### src/rtl/isort_pkg.sv
// Shared types and sizing constants for the insertion sorter.
package isort_pkg;

  localparam int MAX_ITEMS = 16;
  localparam int DATA_W    = 32;
  localparam int CNT_W     = $clog2(MAX_ITEMS + 1);
  localparam int IDX_W     = $clog2(MAX_ITEMS);

  typedef logic signed [DATA_W-1:0] data_t;

  // per-cycle command broadcast to every cell of the chain
  typedef struct packed {
    logic insert;
    logic shift;
  } isort_ctl_t;

endpackage

### src/rtl/isort_cell.sv
// One cell of the insertion chain: holds a single sorted entry.
module isort_cell import isort_pkg::*; (
  input  logic       clk,
  input  isort_ctl_t ctl,
  input  data_t      value_new,
  input  data_t      left_val,
  input  logic       left_gt,
  input  data_t      right_val,
  input  logic       occ,
  output data_t      val,
  output logic       gt
);

  data_t val_next;

  // an empty cell counts as larger than any incoming word; equal stays put
  assign gt = !occ || (value_new < val);

  // make room by taking the left entry, or take the new word at the boundary
  always_comb begin
    val_next = val;
    if (ctl.insert) begin
      if (gt) begin
        val_next = left_gt ? left_val : value_new;
      end
    end else if (ctl.shift) begin
      val_next = right_val;
    end
  end

  always_ff @(posedge clk) begin
    val <= val_next;
  end

endmodule

### src/rtl/insertion_sorter_core.sv
// Insertion sorter: a chain of cells that keeps incoming words in sorted order.
//
// Input channel (in_valid / in_stall, value_in, last_in): one signed word per
// cycle while a set is being collected. The word marked last ends the set.
// Output channel (out_valid / out_stall, value_out, last_out, overflow): the
// whole set in sorted order, last_out on its final word, overflow on every
// word of a set in which words beyond the chain length were dropped.
// cfg_wr_en / cfg_wr_data write the descending bit (1 = largest first).
// Throughput: one input word per cycle, set by the compare and shift in every
// cell. After the last word, in_stall is raised while the set drains: the
// drain flag and then the output register lie between the last word taken and
// the first result, then one result per cycle while the receiver does not stall.
// in_stall drops as the final result enters the output register.
// A stall from the receiver holds the output register and pauses the drain.
// Reset (rst, synchronous) empties the chain, clears the overflow flag and the
// descending bit; the stored entries themselves are not cleared.
module insertion_sorter_core import isort_pkg::*; (
  input  logic  clk,
  input  logic  rst,
  input  logic  in_valid,
  output logic  in_stall,
  input  data_t value_in,
  input  logic  last_in,
  output logic  out_valid,
  input  logic  out_stall,
  output data_t value_out,
  output logic  last_out,
  output logic  overflow,
  input  logic  cfg_wr_en,
  input  logic  cfg_wr_data
);

  logic [CNT_W-1:0] count;
  logic [CNT_W-1:0] count_next;
  logic             draining;
  logic             dropped;
  logic             descending;

  data_t            cell_val [MAX_ITEMS];
  logic             cell_gt  [MAX_ITEMS];
  logic             cell_occ [MAX_ITEMS];
  isort_ctl_t       ctl;

  logic             in_acc;
  logic             full;
  logic             load_out;
  logic             drain_end;
  logic [IDX_W-1:0] top_idx;
  logic [CNT_W-1:0] count_dec;

  assign in_stall  = draining;
  assign in_acc    = in_valid && !in_stall;
  assign full      = (count == CNT_W'(MAX_ITEMS));
  assign load_out  = draining && (!out_valid || !out_stall);
  assign drain_end = load_out && (count == CNT_W'(1));
  assign count_dec = count - CNT_W'(1);
  assign top_idx   = count_dec[IDX_W-1:0];

  assign ctl.insert = in_acc && !full;
  assign ctl.shift  = load_out && !descending;

  // chain of cells, lowest entry in cell zero
  for (genvar g = 0; g < MAX_ITEMS; g++) begin : g_cell
    data_t left_val;
    logic  left_gt;
    data_t right_val;

    assign cell_occ[g] = (count > CNT_W'(g));

    if (g == 0) begin : g_head
      assign left_val = value_in;
      assign left_gt  = 1'b0;
    end else begin : g_mid
      assign left_val = cell_val[g-1];
      assign left_gt  = cell_gt[g-1];
    end

    if (g == MAX_ITEMS - 1) begin : g_tail
      assign right_val = cell_val[g];
    end else begin : g_body
      assign right_val = cell_val[g+1];
    end

    isort_cell u_cell (
      .clk       (clk),
      .ctl       (ctl),
      .value_new (value_in),
      .left_val  (left_val),
      .left_gt   (left_gt),
      .right_val (right_val),
      .occ       (cell_occ[g]),
      .val       (cell_val[g]),
      .gt        (cell_gt[g])
    );
  end

  // fill count: grow on insert, shrink per drained word
  always_comb begin
    count_next = count;
    if (ctl.insert) begin
      count_next = count + CNT_W'(1);
    end else if (load_out) begin
      count_next = count_dec;
    end
  end

  // control state
  always_ff @(posedge clk) begin
    if (rst) begin
      count      <= '0;
      draining   <= 1'b0;
      dropped    <= 1'b0;
      descending <= 1'b0;
    end else begin
      count <= count_next;
      if (cfg_wr_en) begin
        descending <= cfg_wr_data;
      end
      if (in_acc && last_in) begin
        draining <= 1'b1;
      end else if (drain_end) begin
        draining <= 1'b0;
      end
      if (in_acc && full) begin
        dropped <= 1'b1;
      end else if (drain_end) begin
        dropped <= 1'b0;
      end
    end
  end

  // output register: hold while stalled, load the next sorted word
  always_ff @(posedge clk) begin
    if (rst) begin
      out_valid <= 1'b0;
    end else if (load_out) begin
      out_valid <= 1'b1;
    end else if (!out_stall) begin
      out_valid <= 1'b0;
    end
  end

  always_ff @(posedge clk) begin
    if (load_out) begin
      value_out <= descending ? cell_val[top_idx] : cell_val[0];
      last_out  <= (count == CNT_W'(1));
      overflow  <= dropped;
    end
  end

`ifndef SYNTHESIS
  a_count_bound: assert property (@(posedge clk) disable iff (rst)
    count <= CNT_W'(MAX_ITEMS))
    else $error("fill count beyond chain length");

  a_drain_nonempty: assert property (@(posedge clk) disable iff (rst)
    draining |-> (count != '0))
    else $error("draining with an empty chain");

  a_drop_flags: assert property (@(posedge clk) disable iff (rst)
    (in_acc && full) |=> dropped)
    else $error("dropped word not flagged");

  a_drain_order: assert property (@(posedge clk) disable iff (rst)
    (load_out && !descending && count > CNT_W'(1)) |=> (cell_val[0] == $past(cell_val[1])))
    else $error("chain did not advance on drain");
`endif

endmodule
### config.mk
export PLATFORM = sky130hd
export DESIGN_NAME = insertion_sorter_core
export DESIGN_NICKNAME = d
export VERILOG_FILES = /design/src/rtl/isort_pkg.sv /design/src/rtl/isort_cell.sv /design/src/rtl/insertion_sorter_core.sv
export SDC_FILE = /design/constraint.sdc
export NUM_CORES = 2
export LEC_CHECK = 0
export BUFFER_PORTS_ARGS = -buffer_cell sky130_fd_sc_hd__buf_2
export CORE_MARGIN = 3
export CORE_UTILIZATION = 40
export CTS_BUF_LIST = sky130_fd_sc_hd__clkbuf_8
export DETAILED_ROUTE_END_ITERATION = 7
export GPL_ROUTABILITY_DRIVEN = 0
export PLACE_DENSITY_LB_ADDON = 0.05
export SLEW_MARGIN = 20
export SYNTH_ARGS = -nofsm -noshare
export SYNTH_HDL_FRONTEND = slang
export SYNTH_SLANG_ARGS = --single-unit
### constraint.sdc
create_clock -name clk -period 6.8 [get_ports clk]
set_clock_uncertainty 0.15 [all_clocks]
set_input_delay 1.02 -clock clk [delete_from_list [all_inputs] [get_ports clk]]
set_output_delay 1.02 -clock clk [all_outputs]
set_load 0.05 [all_outputs]
# After elaboration in Yosys (flattened, before gate mapping)
# Cells that the tools add are included.
# word_totals
in_bits	39
out_inout_bits	36
elab_cells	214
reg_bits	555
# classes
n_mux	71
reduce_logical	65
bitwise_logic	1
order_cmp	33
add_sub_neg	2
eq_ne	18
# ops
cell	count
$mux W32	63
$lt A32 B32 Y1	16
$bmux W32 S4	1
$gt A5 B4 Y1 const B	8
$ne A2 B1 Y1 const B	16
$reduce_and A2 Y1	16
$logic_not A1 Y1	21
$gt A5 B3 Y1 const B	4
$logic_or A1 B1 Y1	17
$gt A5 B1 Y1 const B	2
$gt A5 B2 Y1 const B	2
$mux W5	2
$reduce_bool A2 Y1	4
$logic_and A1 B1 Y1	7
$add A5 B1 Y5 const B	1
$eq A5 B1 Y1 const B	1
$eq A5 B5 Y1 const B	1
$ge A5 B5 Y1 const B	1
$mux W1	5
$not A4 Y5	1
$sub A5 B1 Y5 const B	1

# Depth between registers and ports, before layout
# depth
word_depth	6
ltp_mapped	16
ltp_nobuf	9

# By module
# A second synthesis with hierarchy kept.
# unflattened
hier_cells	4585
area_unflattened_um2	45399.8
# by_module_without_submodules
module	area_per_inst_um2	seq_area_each_um2	cells_each	n_inst
isort_cell at g_cell[0].u_cell ...	2451.1	960.9	260	14
insertion_sorter_core	6104.6	1201.2	431	1
isort_cell at g_cell[8].u_cell	2489.9	960.9	258	1
isort_cell at g_cell[9].u_cell	2489.9	960.9	256	1

# Least setup slack after synthesis
# OpenSTA, ideal clock, no wires.
# synth_path
kind	register to register
start	reg count[0]
end	reg g_cell[2].u_cell.val[0], enable pin
setup_time_ns	0.466
path_slack_ns	1.285
period_less_slack_ns	5.515
path_buffers	6
stages_incl_launch_ff	13
arrival_time_ns	4.900
t_required_ns	6.184
cell_sequence	dfxtp_1 clkbuf_1 buf_2 buf_2 clkbuf_1 inv_1 ha_1 nor3b_1 nand2_1 nand2_1 clkbuf_1 clkbuf_1 o21ai_0
# synth_via
elab_chain_len	5
elab_cells_between_ends	9
cone_classes	order compare (1); eq/ne (2); reduce/logical (6)
# synth_lines
element	line	text
from (decl)	insertion_sorter_core.sv:33	logic [CNT_W-1:0] count;
from (signal assigned)	insertion_sorter_core.sv:115	count <= count_next;
$gt A5 B2 Y1 / $eq A5 B5 Y1 (equally long branches)	insertion_sorter_core.sv:68, insertion_sorter_core.sv:53	
$logic_not A1 Y1 (on tied branches)	isort_cell.sv:17, insertion_sorter_core.sv:59	
$logic_or A1 B1 Y1 / $logic_and A1 B1 Y1 (equally long branches)	isort_cell.sv:17, insertion_sorter_core.sv:59	
$ne A2 B1 Y1 (no line) / $reduce_bool A2 Y1 (equally long branches)	n/a	
$reduce_and A2 Y1 (no line) *	n/a	
to (signal assigned)	isort_cell.sv:32	val <= val_next;
to (decl)	isort_cell.sv:10	output data_t val,
# Every way passes the cells marked *; elsewhere a longest branch is shown, timed or not.
# A chain may end at the register's enable or synchronous reset.

# Worst setup path in the final report
# layout_path
start	in value_in[21]
end	reg g_cell[9].u_cell.val[11], enable pin
# layout_via
elab_chain_len	4
# layout_lines
element	line	text
from (decl)	insertion_sorter_core.sv:22	input data_t value_in,
$lt A32 B32 Y1	isort_cell.sv:17	assign gt = !occ || (value_new < val);
$logic_or A1 B1 Y1	isort_cell.sv:17	
$ne A2 B1 Y1 (no line)	n/a	
$reduce_and A2 Y1 (no line)	n/a	
to (signal assigned)	isort_cell.sv:32	
to (decl)	isort_cell.sv:10	
# No other way between the ends.

==> impl_metrics.json <==
{
  "async_flop_share_pct": 0,
  "maxCapViolCount": 0,
  "worstSetupStartpoint": "value_in[21]",
  "placed_cells": 5183,
  "fin_cells": 5387,
  "wl_per_cell_um": 27.80,
  "fin_tns_setup_ps": 0,
  "ys_seq_area_share_pct": 39.74,
  "postRouteAntennaNets": 0,
  "hold_viol": 0,
  "htreeDepth": 3,
  "synth_cell_type_count": 70,
  "worst-setup-path-type": "in2reg",
  "rsz0062_at_grt": "no",
  "detail_route.iter0.violations": 3198,
  "syn_area_um2": 41710,
  "portBuffers": 74,
  "grt_max_degree": 189,
  "synth_fa_ha_area_share_pct": 15.03,
  "synth_xor_area_share_pct": 0.1260,
  "pin_count": 75,
  "syn-num-nets": 4460,
  "synthMuxAreaShare_pct": 9.578,
  "yosys_warnings": 0,
  "cp_data_required_time_ps": 7020,
  "p_leak_nw": 18.56,
  "syn_area_per_cell_um2": 10.64,
  "synth_top_family_by_area": "compound AO/OA/AOI/OAI gates",
  "maxSlewViolCount": 0,
  "grt_pass1_wl_um": 218300,
  "clock-sinks": 555,
  "overflow": 0,
  "cts-resized-gates": 0,
  "worst_pin_slew_ps": 1211,
  "synth_compound_area_share_pct": 18.13,
  "route.vias.total": 33550,
  "endpoint_kind": "register",
  "clock_path_buffers": 3,
  "relSlewSlack_pct": 18.40,
  "max_freq_ghz": 0.2068,
  "start_kind": "primary input",
  "root_buffer": "clkbuf_8",
  "fillers": 9761,
  "drcViolationCount": 0,
  "synth_flop_cell": "edfxtp_1",
  "hold_path.class": "reg2reg",
  "coreArea_um2": 102600,
  "cts-hold-fix-buffers": 0,
  "outcome": "complete, no violations",
  "cts_setup_buffers": 0,
  "via_per_inst": 6.227,
  "start_util_pct": 40.65,
  "setup_viol": 0,
  "final_common_cell": "inv_1",
  "worstHoldStart": "dropped",
  "synth_edf_count": 546,
  "power_density_nw_per_um2": 352.8,
  "final_cell_mix": "inv_1 (568), edfxtp_1 (546), ha_1 (500)",
  "layout-drive-gt1-share_pct": 12.85,
  "worstPathArrival_ps": 5050,
  "die-area_um2": 108200,
  "antenna_found_initial": 6,
  "clk_latency_ps": 770,
  "syn2layout_area_growth_pct": 9.206,
  "wl_um": 149800,
  "yosys.area_share.simple_pct": 10.11,
  "ir_drop_mv": 0.2332,
  "die_y_um": 328.9,
  "clk_pin_slew_worst_paths_ps": 60,
  "period_share_pct": 71.10,
  "layout_setup_ws_ps": 1965,
  "finalNetCount": 4466,
  "finalCriticalPeriod_ps": 4835,
  "cts_tree": "done",
  "numCtsBuffers": 109,
  "critPathMaxFanout": 33,
  "ys_ff_latch": 555,
  "first_pass_iters": 5,
  "dp_hpwl_um": 112000,
  "timing.rr.start": "g_cell[9].u_cell.val[29]",
  "die_w_um": 328.9,
  "grt_pass1_vias": 31760,
  "std_cell_rows": 117,
  "track_usage_pct": 27.20,
  "post-place-ws_ps": 1142,
  "syn_inst": 3920
}
-- critical path: stages --
cell	delay, ps
buf_2	450
ha_1	350
a211oi_1	230
nor2_1	70
a211oi_1	360
o41ai_1	170
o21ai_4	770
and2_2	760
nand2b_2	820
-- power breakdown --
part           internal, mW  leakage, nW  switching [mW]
sequential             5.10         5.43            1.06
combinational          2.76         11.9            3.96
clock                  1.60         1.18            1.60
total                  9.45         18.6            6.62
-- routing by layer --
layer,vias up,global-route usage [%],part of all wire (%)
met5,-,0,0.0047
met4,2,5.362,1.4
met3,126,5.020,8.7
met2,1376,39.45,42
met1,16930,42.09,48
li1,15110,-,-
-- layout make-up --
type / count / area, µm² / area share, %
multi-input combinational: 2596 / 22350 / 49.06
sequential: 555 / 16580 / 36.40
inverter: 521 / 1956 / 4.293
tap: 1368 / 1712 / 3.758
clock buffer: 120 / 1652 / 3.626
timing repair buffer: 143 / 970.9 / 2.131
clock inverter: 80 / 322.8 / 0.7087
antenna: 4 / 10.01 / 0.02197
-- registers in the layout, indices dropped and copies added (netlist names) --
name	flops
in_stall	1
last_out	1
descending	1
value_out	32
g_cell.u_cell.val	512
overflow	1
count	5
dropped	1
out_valid	1
-- kinds of logic (layout without fill, tap and decap cells) --
kind of cell,Yosys count,in the layout
AOI/OAI and AO/OA,969,969
and+or+nand+nor,925,925
buffers and inverters,769,864
DFF,555,555
adders and majority gates,501,501
muxes,195,195
xor gates and xnor gates,6,6
other,0,4
-- Yosys cell counts (20+ instances only) --
| cell type | number | share of area (%) |
|---|---|---|
| edfxtp_1 | 546 | 39 |
| inv_1 | 521 | 4.7 |
| ha_1 | 501 | 15 |
| nor2_1 | 425 | 3.8 |
| a221o_1 | 386 | 9.3 |
| nand2_1 | 189 | 1.7 |
| a21oi_1 | 173 | 2.1 |
| mux4_2 | 160 | 8.6 |
| o21ai_0 | 156 | 1.9 |
| clkbuf_1 | 144 | 1.3 |
| nand3_1 | 95 | 1.1 |
| buf_2 | 82 | 0.98 |
| o221ai_1 | 64 | 1.3 |
| nand4_1 | 48 | 0.72 |
| nor2b_1 | 39 | 0.58 |
| a21o_1 | 37 | 0.67 |
| mux2_2 | 33 | 0.89 |
| nand2b_1 | 30 | 0.45 |
| and4_1 | 27 | 0.57 |
| a211oi_1 | 25 | 0.45 |
| a2111oi_0 | 20 | 0.42 |
-- per-stage QoR --
| step | hold WS [ps] | area, µm² | total power, mW | util (%) |
|---|---|---|---|---|
| global route | 297.8 | 45550 | 16.99 | 44.39 |
| CTS | 278.3 | 45540 | 16.06 | 44.38 |
| global placement | 272.8 | 43540 | 12.76 | 42.43 |
| finish | 285.6 | 45550 | 16.07 | 44.39 |
| floorplan | 259.0 | 41710 | 10.23 | - |
| detailed placement | 272.9 | 43570 | 12.81 | 42.46 |
-- path summary, 6_finish.rpt --
path,slack [ps],endpoint,cells past startpoint
setup / recovery,1970,g_cell[9].u_cell.val[11],9
hold / removal,290,overflow,0
setup reg to reg,2140,g_cell[9].u_cell.val[11],9
hold reg to reg,290,overflow,0
Note: power is estimated with default switching activity, not from simulation.
